File: src/sine_tone_generator_core_assert.svh
// ----------------------------------------------------------------------------
// sine_tone_generator_core_assert.svh
// assertion macros used by the tone generator core
// ----------------------------------------------------------------------------
`ifndef SINE_TONE_GENERATOR_CORE_ASSERT_SVH
`define SINE_TONE_GENERATOR_CORE_ASSERT_SVH

// same-cycle implication, disabled during reset
`define STG_ASSERT_NOW(label, clk, rstn, ante, cons, msg) \
    label: assert property (@(posedge clk) disable iff (!(rstn)) (ante) |-> (cons)) \
        else $error(msg);

// next-cycle implication, disabled during reset
`define STG_ASSERT_NEXT(label, clk, rstn, ante, cons, msg) \
    label: assert property (@(posedge clk) disable iff (!(rstn)) (ante) |=> (cons)) \
        else $error(msg);

`endif

File: src/stg_pkg.sv
// ----------------------------------------------------------------------------
// stg_pkg
// shared types, constants and the cordic angle table of the tone generator
// ----------------------------------------------------------------------------
package stg_pkg;

    localparam int TABLE_LEN  = 24;      // entries in the arctangent table
    localparam int STEP_W     = 5;       // index width for the table
    localparam int TURN_W     = 32;      // normalized phase, one turn = 2^32
    localparam int CORDIC_W   = 34;      // signed q30 datapath with headroom
    localparam int CFG_DATA_W = 32;
    localparam int CFG_IDX_W  = 1;
    localparam int AMP_W      = 15;
    localparam int SAMPLE_W   = 16;

    localparam logic [31:0]         INC_RESET = 32'd42852281;  // 440 hz at 44.1 khz
    localparam logic [AMP_W-1:0]    AMP_RESET = 15'd32767;
    localparam logic [CORDIC_W-1:0] GAIN_Q30  = 34'd652032874;

    typedef enum logic [CFG_IDX_W-1:0] {
        REG_PHASE_INC = 1'b0,
        REG_AMPLITUDE = 1'b1
    } stg_reg_idx_t;

    typedef struct packed {
        logic busy;
        logic done;
    } stg_cordic_status_t;

    // atan(2^-i) in turns, scaled by 2^32
    function automatic logic [31:0] atan_turns(input logic [STEP_W-1:0] idx);
        logic [31:0] val;
        case (idx)
            5'd0:    val = 32'd536870912;
            5'd1:    val = 32'd316933406;
            5'd2:    val = 32'd167458907;
            5'd3:    val = 32'd85004756;
            5'd4:    val = 32'd42667331;
            5'd5:    val = 32'd21354465;
            5'd6:    val = 32'd10680862;
            5'd7:    val = 32'd5340245;
            5'd8:    val = 32'd2670163;
            5'd9:    val = 32'd1335087;
            5'd10:   val = 32'd667544;
            5'd11:   val = 32'd333772;
            5'd12:   val = 32'd166886;
            5'd13:   val = 32'd83443;
            5'd14:   val = 32'd41722;
            5'd15:   val = 32'd20861;
            5'd16:   val = 32'd10430;
            5'd17:   val = 32'd5215;
            5'd18:   val = 32'd2608;
            5'd19:   val = 32'd1304;
            5'd20:   val = 32'd652;
            5'd21:   val = 32'd326;
            5'd22:   val = 32'd163;
            5'd23:   val = 32'd81;
            default: val = 32'd0;
        endcase
        return val;
    endfunction

endpackage

File: src/sine_tone_generator_core.sv
// ----------------------------------------------------------------------------
// sine_tone_generator_core
// dds sine oscillator: phase accumulator in ram, iterative cordic sine,
// amplitude scaling with round-to-nearest and int16 saturation
// ----------------------------------------------------------------------------
//  channel | ports                               | direction
//  --------+-------------------------------------+----------
//  input   | s_valid s_ready s_action s_start_index | in
//  result  | m_valid m_ready m_sample            | out
//  config  | cfg_wr_en cfg_index cfg_wdata       | in
//
//  samples come from the cordic unit running one micro-rotation per cycle;
//  a new item is taken only in idle, after the last result is loaded
//  reset clears the control state and the phase valid flag and presets the tone registers
//  a stalled m_ready holds the finished sample; the next item is taken
//  and computed meanwhile, waiting only at the final rounding step
// ----------------------------------------------------------------------------
`include "sine_tone_generator_core_assert.svh"

module sine_tone_generator_core #(
    parameter int PHASE_BITS   = 32,
    parameter int CORDIC_STEPS = 16
) (
    input  logic                                   aclk,
    input  logic                                   aresetn,
    // configuration writes
    input  logic                                   cfg_wr_en,
    input  logic [stg_pkg::CFG_IDX_W-1:0]          cfg_index,
    input  logic [stg_pkg::CFG_DATA_W-1:0]         cfg_wdata,
    // input transfer
    input  logic                                   s_valid,
    output logic                                   s_ready,
    input  logic                                   s_action,
    input  logic [31:0]                            s_start_index,
    // result transfer
    output logic                                   m_valid,
    input  logic                                   m_ready,
    output logic signed [stg_pkg::SAMPLE_W-1:0]    m_sample
);
    import stg_pkg::*;

    localparam int NUM_STEPS = (CORDIC_STEPS < TABLE_LEN) ? CORDIC_STEPS : TABLE_LEN;
    localparam int EXT_W     = (PHASE_BITS > 32) ? PHASE_BITS : 32;
    localparam int PROD_W    = AMP_W + 1 + CORDIC_W;

    localparam logic signed [20:0] SAT_MAX = 21'sd32767;
    localparam logic signed [20:0] SAT_MIN = -21'sd32768;

    typedef enum logic [2:0] {
        S_IDLE,
        S_READ,
        S_SETUP,
        S_ITER,
        S_SCALE,
        S_ROUND
    } state_t;

    state_t state_reg;

    // configuration registers
    logic [31:0]      inc_reg;
    logic [AMP_W-1:0] amp_reg;

    // item and datapath registers
    logic                         act_reg;
    logic [31:0]                  start_reg;
    logic [PHASE_BITS-1:0]        phase_reg;
    logic                         phase_valid_reg;
    logic signed [PROD_W-1:0]     scale_reg;
    logic                         m_valid_reg;
    logic signed [SAMPLE_W-1:0]   m_sample_reg;

    // phase ram
    logic                  ram_re, ram_we;
    logic [PHASE_BITS-1:0] ram_rdata, ram_wdata;

    // cordic
    logic                       cordic_start;
    logic signed [CORDIC_W-1:0] z_init;
    logic signed [CORDIC_W-1:0] cordic_y;
    stg_cordic_status_t         cordic_status;

    // combinational datapath
    logic [63:0]               load_prod;
    logic [EXT_W-1:0]          inc_ext;
    logic [TURN_W-1:0]         p_raw, p_fold, p_quarter;
    logic signed [15:0]        amp_s;
    logic signed [PROD_W-1:0]  scale_prod;
    logic signed [PROD_W:0]    rnd_sum, rnd_shift;
    logic signed [20:0]        rnd_val;
    logic signed [SAMPLE_W-1:0] sat_val;
    logic                      out_free;

    // ---------------- configuration ----------------
    always_ff @(posedge aclk) begin
        if (!aresetn) begin
            inc_reg <= INC_RESET;
            amp_reg <= AMP_RESET;
        end else if (cfg_wr_en) begin
            case (stg_reg_idx_t'(cfg_index))
                REG_PHASE_INC: inc_reg <= cfg_wdata;
                REG_AMPLITUDE: amp_reg <= cfg_wdata[AMP_W-1:0];
                default:       ;
            endcase
        end
    end

    // ---------------- phase accumulator storage ----------------
    // single entry; until the first write the sequencer uses the reset phase of zero
    stg_ram #(
        .WIDTH (PHASE_BITS),
        .DEPTH (1)
    ) u_phase_ram (
        .aclk  (aclk),
        .we    (ram_we),
        .waddr (1'b0),
        .wdata (ram_wdata),
        .re    (ram_re),
        .raddr (1'b0),
        .rdata (ram_rdata)
    );

    assign s_ready = (state_reg == S_IDLE);
    assign ram_re  = s_valid && s_ready;
    // write back happens in setup, the next read not before idle: no overlap
    assign ram_we  = (state_reg == S_SETUP);

    // increment reduced or widened to the accumulator width
    assign inc_ext   = EXT_W'(inc_reg);
    assign ram_wdata = phase_reg + inc_ext[PHASE_BITS-1:0];

    // load product, wraps to the accumulator width
    assign load_prod = 64'(start_reg) * 64'(inc_reg);

    // ---------------- phase to cordic angle ----------------
    generate
        if (PHASE_BITS >= TURN_W) begin : g_phase_wide
            assign p_raw = phase_reg[PHASE_BITS-1 -: TURN_W];
        end else begin : g_phase_narrow
            assign p_raw = {phase_reg, {(TURN_W - PHASE_BITS){1'b0}}};
        end
    endgenerate

    // fold the second and third quarter onto [-1/4, 1/4] turn
    assign p_quarter = p_raw + 32'h4000_0000;
    assign p_fold    = p_quarter[TURN_W-1] ? (32'h8000_0000 - p_raw) : p_raw;
    assign z_init    = signed'(CORDIC_W'(signed'(p_fold)));

    assign cordic_start = (state_reg == S_SETUP);

    stg_cordic #(
        .NUM_STEPS (NUM_STEPS)
    ) u_cordic (
        .aclk    (aclk),
        .aresetn (aresetn),
        .start   (cordic_start),
        .z_init  (z_init),
        .y_out   (cordic_y),
        .status  (cordic_status)
    );

    // ---------------- amplitude, rounding, saturation ----------------
    assign amp_s      = signed'({1'b0, amp_reg});
    assign scale_prod = PROD_W'(amp_s * cordic_y);

    // add half an lsb, then floor shift: ties go toward plus infinity
    assign rnd_sum   = {scale_reg[PROD_W-1], scale_reg} + (PROD_W+1)'(64'sd1 <<< 29);
    assign rnd_shift = rnd_sum >>> 30;
    assign rnd_val   = rnd_shift[20:0];

    always_comb begin
        if (rnd_val > SAT_MAX) begin
            sat_val = SAT_MAX[SAMPLE_W-1:0];
        end else if (rnd_val < SAT_MIN) begin
            sat_val = SAT_MIN[SAMPLE_W-1:0];
        end else begin
            sat_val = rnd_val[SAMPLE_W-1:0];
        end
    end

    // output register is free when empty or drained this cycle
    assign out_free = !m_valid_reg || m_ready;

    // ---------------- sequencer ----------------
    always_ff @(posedge aclk) begin
        if (!aresetn) begin
            state_reg       <= S_IDLE;
            phase_valid_reg <= 1'b0;
            m_valid_reg     <= 1'b0;
        end else begin
            // the rounding step refills the output itself when it drains
            if (m_valid_reg && m_ready && (state_reg != S_ROUND)) begin
                m_valid_reg <= 1'b0;
            end
            case (state_reg)
                S_IDLE: begin
                    if (s_valid) begin
                        act_reg   <= s_action;
                        start_reg <= s_start_index;
                        state_reg <= S_READ;
                    end
                end
                S_READ: begin
                    // ram data is valid here, in the cycle after the read
                    if (act_reg) begin
                        phase_reg <= load_prod[PHASE_BITS-1:0];
                    end else if (phase_valid_reg) begin
                        phase_reg <= ram_rdata;
                    end else begin
                        phase_reg <= '0;
                    end
                    state_reg <= S_SETUP;
                end
                S_SETUP: begin
                    // advanced phase goes back to ram, cordic starts
                    phase_valid_reg <= 1'b1;
                    state_reg       <= S_ITER;
                end
                S_ITER: begin
                    if (cordic_status.done) begin
                        state_reg <= S_SCALE;
                    end
                end
                S_SCALE: begin
                    scale_reg <= scale_prod;
                    state_reg <= S_ROUND;
                end
                S_ROUND: begin
                    if (out_free) begin
                        m_valid_reg  <= 1'b1;
                        m_sample_reg <= sat_val;
                        state_reg    <= S_IDLE;
                    end
                end
                default: begin
                    state_reg <= S_IDLE;
                end
            endcase
        end
    end

    assign m_valid  = m_valid_reg;
    assign m_sample = m_sample_reg;

    // ---------------- assertions ----------------
    `STG_ASSERT_NOW(a_cordic_in_iter, aclk, aresetn,
        cordic_status.busy || cordic_status.done, state_reg == S_ITER,
        "cordic active outside the iteration state")
    `STG_ASSERT_NEXT(a_accept_reads, aclk, aresetn,
        s_valid && s_ready, state_reg == S_READ && !ram_we,
        "accepted item did not move to the phase read")
    `STG_ASSERT_NOW(a_result_from_round, aclk, aresetn,
        $rose(m_valid_reg), $past(state_reg) == S_ROUND,
        "result loaded outside the rounding state")
    `STG_ASSERT_NOW(a_no_rw_overlap, aclk, aresetn,
        ram_we, !ram_re,
        "phase ram read and write in the same cycle")

endmodule

File: src/stg_ram.sv
// ----------------------------------------------------------------------------
// stg_ram
// generic single-port-write, single-port-read ram with registered read data
// ----------------------------------------------------------------------------
module stg_ram #(
    parameter int WIDTH = 32,
    parameter int DEPTH = 1
) (
    input  logic                                       aclk,
    input  logic                                       we,
    input  logic [((DEPTH > 1) ? $clog2(DEPTH) : 1)-1:0] waddr,
    input  logic [WIDTH-1:0]                           wdata,
    input  logic                                       re,
    input  logic [((DEPTH > 1) ? $clog2(DEPTH) : 1)-1:0] raddr,
    output logic [WIDTH-1:0]                           rdata
);

    logic [WIDTH-1:0] mem [DEPTH];

    always_ff @(posedge aclk) begin
        if (we) begin
            mem[waddr] <= wdata;
        end
        if (re) begin
            rdata <= mem[raddr];
        end
    end

endmodule

File: src/stg_cordic.sv
// ----------------------------------------------------------------------------
// stg_cordic
// iterative rotation-mode cordic, one micro-rotation per cycle
// ----------------------------------------------------------------------------
module stg_cordic #(
    parameter int NUM_STEPS = 16
) (
    input  logic                                  aclk,
    input  logic                                  aresetn,
    input  logic                                  start,
    input  logic signed [stg_pkg::CORDIC_W-1:0]   z_init,
    output logic signed [stg_pkg::CORDIC_W-1:0]   y_out,
    output stg_pkg::stg_cordic_status_t           status
);
    import stg_pkg::*;

    localparam logic [STEP_W-1:0] LAST_STEP = STEP_W'(NUM_STEPS - 1);

    logic                       busy_reg;
    logic                       done_reg;
    logic [STEP_W-1:0]          step_reg;
    logic signed [CORDIC_W-1:0] x_reg, y_reg, z_reg;
    logic signed [CORDIC_W-1:0] x_next, y_next, z_next;
    logic signed [CORDIC_W-1:0] x_sh, y_sh, ang;

    always_comb begin
        x_sh = x_reg >>> step_reg;
        y_sh = y_reg >>> step_reg;
        ang  = signed'(CORDIC_W'(atan_turns(step_reg)));
        if (!z_reg[CORDIC_W-1]) begin
            x_next = x_reg - y_sh;
            y_next = y_reg + x_sh;
            z_next = z_reg - ang;
        end else begin
            x_next = x_reg + y_sh;
            y_next = y_reg - x_sh;
            z_next = z_reg + ang;
        end
    end

    always_ff @(posedge aclk) begin
        if (!aresetn) begin
            busy_reg <= 1'b0;
            done_reg <= 1'b0;
            step_reg <= '0;
        end else begin
            done_reg <= 1'b0;
            if (start) begin
                busy_reg <= 1'b1;
                step_reg <= '0;
            end else if (busy_reg) begin
                step_reg <= step_reg + 1'b1;
                if (step_reg == LAST_STEP) begin
                    busy_reg <= 1'b0;
                    done_reg <= 1'b1;
                end
            end
        end
    end

    // datapath, no reset needed
    always_ff @(posedge aclk) begin
        if (start) begin
            x_reg <= signed'(GAIN_Q30);
            y_reg <= '0;
            z_reg <= z_init;
        end else if (busy_reg) begin
            x_reg <= x_next;
            y_reg <= y_next;
            z_reg <= z_next;
        end
    end

    assign y_out       = y_reg;
    assign status.busy = busy_reg;
    assign status.done = done_reg;

endmodule

File: config.mk
export PLATFORM = sky130hd
export DESIGN_NAME = sine_tone_generator_core
export DESIGN_NICKNAME = d
export VERILOG_FILES = /design/src/stg_pkg.sv /design/src/sine_tone_generator_core.sv /design/src/stg_ram.sv /design/src/stg_cordic.sv
export VERILOG_INCLUDE_DIRS = /design/src /design/src/src
export SDC_FILE = /design/constraint.sdc
export NUM_CORES = 2
export LEC_CHECK = 0
export BUFFER_PORTS_ARGS = -buffer_cell sky130_fd_sc_hd__buf_2
export CAP_MARGIN = 20
export CORE_MARGIN = 4
export CORE_UTILIZATION = 50
export DETAILED_ROUTE_END_ITERATION = 10
export PLACE_DENSITY = 0.78
export SYNTH_ARGS = -nofsm -noshare
export SYNTH_HDL_FRONTEND = slang
export SYNTH_SLANG_ARGS = --single-unit
export TNS_END_PERCENT = 5
File: constraint.sdc
create_clock -name aclk -period 8.95 [get_ports aclk]
set_input_delay 0.895 -clock aclk [delete_from_list [all_inputs] [get_ports aclk]]
set_output_delay 0.895 -clock aclk [all_outputs]
set_load 0.1 [all_outputs]
; Word-level counts from Yosys, hierarchy flattened
; Memories as Yosys holds them, arrays and structs flattened. A register that Yosys moved wholly into a read port is not among the register bits.
; Cells that the tools add are included.
[classes]
add_sub_neg = 11
mul = 2
order_cmp = 2
n_eq_ne = 10
n_shift = 2
mux = 24
bitwise = 3
reduce_logical = 16
[op_table]
columns = operator, n
row1 = $mux 34, 5
row2 = $mux 32, 3
row3 = $add 34x34->34, 2
row4 = $sshr 34x5->34, 2
row5 = $sub 34x34->34, 2
row6 = $add 50x31->51 const B, 1
row7 = $mul 16x34->50, 1
row8 = $add 34x33->34, 1
row9 = $sub 34x33->34, 1
row10 = $add 32x31->32 const B, 1
row11 = $add 32x32->32, 1
row12 = $mul 32x32->32, 1
row13 = $sub 32x32->32 const A, 1
row14 = $gt 21x16->1 const B, 1
row15 = $lt 21x16->1 const B, 1
row16 = $pmux 3 s6, 1
row17 = $mux 16, 1
row18 = $mux 5, 2
row19 = $mux 1, 9
row20 = $mux 3, 3
row21 = $reduce_and 3->1, 3
row22 = $reduce_and 2->1, 4
row23 = $eq 3x2->1 const B, 2
row24 = $eq 3x3->1 const B, 2
row25 = 14 further kinds, 19
[word_totals]
regBits = 292
ramBits = 32
romBits = 960
inputBits = 71
out_inout_bits = 18
elab_cells = 88
n_memories = 2
[memory_table]
columns = memory, words, width, rd, rd_clocked_by_memory_dff, write_ports, line
row1 = (no name shown), 32, 30, 1, 1, 0, stg_pkg.sv:33  ; case (idx)
row2 = u_phase_ram.mem, 1, 32, 1, 1, 1, stg_ram.sv:18  ; logic [WIDTH-1:0] mem [DEPTH];

; Longest topological paths before layout
[depth]
word_depth = 5
depth_mapped = 32
mapped_depth_nobuf = 30

; Hierarchy
; Synthesis repeated with hierarchy kept, for this count alone.
[hier_totals]
hier_cells = 6654
hier_area_um2 = 60407.9
[modules_own_cells]
columns = module, instances, cells_each, area_each_um2, seq_area_each_um2
row1 = sine_tone_generator_core, 1, 4476, 40690.3, 4103.9
row2 = stg_cordic, 1, 2114, 17795.8, 3123.0
row3 = stg_ram, 1, 64, 1921.8, 1921.8

; Worst setup path after synthesis
; No wires, ideal clock.
[synth_path]
path_type = register -> register
start = register inc_reg[6], in the netlist inc_ext[6]
end = register phase_reg[31], in the netlist p_raw[31] (data pin)
setup_time_ps = 256
arrival_time_ps = 7252
t_required_ps = 8694
slack_ps = 1442
stages_incl_launch_ff = 30
path_buffers = 1
period_less_slack_ps = 7508
path_cell_list = dfxtp_1 -> clkbuf_1 -> and2_1 -> fa_1 -> fa_1 -> fa_1 -> inv_1 -> fa_1 -> inv_1 -> fa_1 -> inv_1 -> fa_1 -> inv_1 -> fa_1 -> inv_1 -> fa_1 -> inv_1 -> ha_1 -> a21o_1 -> a21o_1 -> a21o_1 -> a21oi_1 -> o21ai_0 -> or3_1 -> a31o_2 -> and3_1 -> a311o_1 -> a21oi_1 -> xnor2_1 -> a22o_1
[synth_via]
elab_chain_len = 2
[synth_rtl]
columns = element, line
row1 = start: declaration, sine_tone_generator_core.sv:61  ; logic [31:0] inc_reg;
row2 = start signal: assignment, sine_tone_generator_core.sv:101  ; REG_PHASE_INC: inc_reg <= cfg_wdata;
row3 = $mul 32x32->32, sine_tone_generator_core.sv:133  ; assign load_prod = 64'(start_reg) * 64'(inc_reg);
row4 = $mux 32, sine_tone_generator_core.sv:205  ; if (act_reg) begin
row5 = end signal: assignment, sine_tone_generator_core.sv:206  ; phase_reg <= load_prod[PHASE_BITS-1:0];
row6 = end signal: assignment, sine_tone_generator_core.sv:208  ; phase_reg <= ram_rdata;
row7 = end: declaration, sine_tone_generator_core.sv:67  ; logic [PHASE_BITS-1:0] phase_reg;
; Every way passes these cells.
; A chain may end at the register's enable or synchronous reset.

; Final worst setup path
[layout_path]
start = register inc_reg[2], in the netlist inc_ext[2]
end = register phase_reg[31], in the netlist p_raw[31] (data pin)
; The elaborated chain is that of the path after synthesis.

==> impl_metrics.ini <==
[synth]
synth_area_per_cell_um2 = 9.15
synth_xor_area_share_pct = 5.37
synth-compound-area-share_pct = 10.5
yosys.area.top_type_share_pct = 30.3
synth_simple_gate_area_share_pct = 16.3
synth_area_leaders = fa_1 (30%), edfxtp_1 (10%), ha_1 (8.1%)
ys_async_sr_fraction_pct = 0
synth_area_mm2 = 0.0589
synth_fa_ha_area_share_pct = 38.4
synth_top_family_by_area = adder cells
synthCells = 6438
synth.most_common_cell = inv_1
synth_cell_types = 100
yosysTopAreaCell = fa_1
synth-main-ff-cell = edfxtp_1
synth-edff-count = 200
yosysWarnings = 0
ys_seq_elements = 357
syn_nets = 7783
ys_seq_area_share_pct = 15.5
synthMuxAreaShare_pct = 5.24
ys_top_cells_by_count = inv_1 (962), fa_1 (891), nand2_1 (881), and2_1 (514), ha_1 (383)

[timing]
tightest_slew_ns = 1.18
hold_viol = 0
final-setup-viol-count = 0
slew_violations = 0
slew_headroom_pct = 21.3
clock_skew_ns = 0.0623
rsz0062_at_grt = false
fmax_ghz = 0.120
final.period_utilization_pct = 93.0
final.setup.tns_ns = 0
period_minus_slack_ns = 8.33

[setup_path]
critPathBufInv = 3
crit_path_end_kind = flip-flop
crit_family = adder cells
critPathMaxFanout = 20
crit_slowest_cell = dfxtp_1
worstSetupPathType = reg -> reg
cpMostUsedCell = fa_1
cp.arrival_ns = 8.75
worst-path-stages = 25
cp-start-kind = flip-flop
cp.required_ns = 9.37
r2r_cells = 25
critical-path-max-stage-delay_ns = 0.84

[placed_design]
io_buffers = 88
globalplace.congestion = 0.980
hpwlAfterDp_um = 130000

[final_layout]
drive_above_1_share_pct = 6.62
layout.nets = 7666
area_growth_pct = 5.61

[cts]
htreeDepth = 2
path_clk_slew_ns = 0.06
cts_tree = done
cts_sinks = 357
clock-root-buffer = clkbuf_16
cts_resized = 0
cts_buffers = 46
postCtsSetupRepairBufs = 0
clk_latency_ns = 0.66
ctsHoldBuffers = 0
clock_path_buffers = 3

[min_path]
hold_path.class = in -> reg
whs_path_depth = 1

[flow_run]
drv_cap = 0

[grt]
grt-ovfl-total = 0
grt_pass1_vias = 48600
grtUsageTotal_pct = 27.5
antenna_found_initial = 5
grt_pass1_wl_um = 267000
grt_max_degree = 75

[drt]
ant_nets = 0
vias = 46500
first_pass_iters = 6
drtIter0Drc = 4345
drc = 0
wl_per_cell_um = 21.3
drt-total-wl_um = 168000
vias_per_cell = 5.90

[floorplanning]
num_io_pins = 89
die_h_um = 351
die_area_mm2 = 0.123
rows = 125
core_area_mm2 = 0.117
die_w_um = 351
start_util_pct = 50.5

[outcome]
status = finished, final reports clean
cell usage in the layout (no fill, tap or decap), types with 102 or more instances in the layout:
| master | instances |
|---|---|
| edfxtp_1 | 200 |
| o21ai_0 | 204 |
| fa_1 | 891 |
| and2_1 | 514 |
| ha_1 | 383 |
| xnor2_1 | 221 |
| nor2_1 | 242 |
| xor2_1 | 140 |
| dfxtp_1 | 142 |
| inv_1 | 962 |
| a21o_1 | 102 |
| a21oi_1 | 248 |
| nand2_1 | 881 |
worst paths after layout:
| path | slack [ns] | startpoint | to |
|---|---|---|---|
| worst max-delay path | 0.62 | inc_ext[2] | p_raw[31] |
| worst min-delay path | 0.40 | s_start_index[18] | start_reg[18] |
| worst max register to register | 0.62 | inc_ext[2] | p_raw[31] |
| worst min register to register | 0.41 | u_phase_ram.mem[0][12] | u_phase_ram.rdata[12] |
stage by stage:
step	worst slack, ns	instances	utilization [%]	hold slack [ns]	area (um2)
after floorplan	1.44	6438	-	0.400	58900
after global placement	0.755	7795	51.9	0.401	60500
after detailed placement	0.694	7795	51.9	0.405	60500
after CTS	0.677	7880	53.3	0.367	62100
after global routing	0.250	7882	53.4	0.389	62200
final	0.624	7883	53.4	0.400	62200
routing by layer:
metal / up-vias / track usage [%] / share of wire (%)
met4: 4 / 12.3 / 5.1
met5: - / 0 / 0.038
li1: 20500 / - / -
met1: 23100 / 34.5 / 38
met3: 539 / 7.03 / 11
met2: 2332 / 45.0 / 47
layout make-up:
type                       count  area (um2)
antenna                        1        2.50
clock buffer                  59        1330
clock inverter                26         300
fill                       10100       54300
inverter                     968        3640
multi-input combinational   4763       44700
sequential                   357        9180
tap                         1524        1910
timing repair buffer         185        1200
cells by family (layout without fill, tap and decap cells):
group,Yosys count,after routing
buf+inv,1318,1238
mux,196,196
compound gates,943,943
other cells,0,1
flops,357,357
xor+xnor,361,361
fa+ha+maj,1275,1275
simple gates,1988,1988
Power is left out: the tool's default activity adds up to more than one toggle a clock period on the data nets, which glitch-free logic cannot reach.
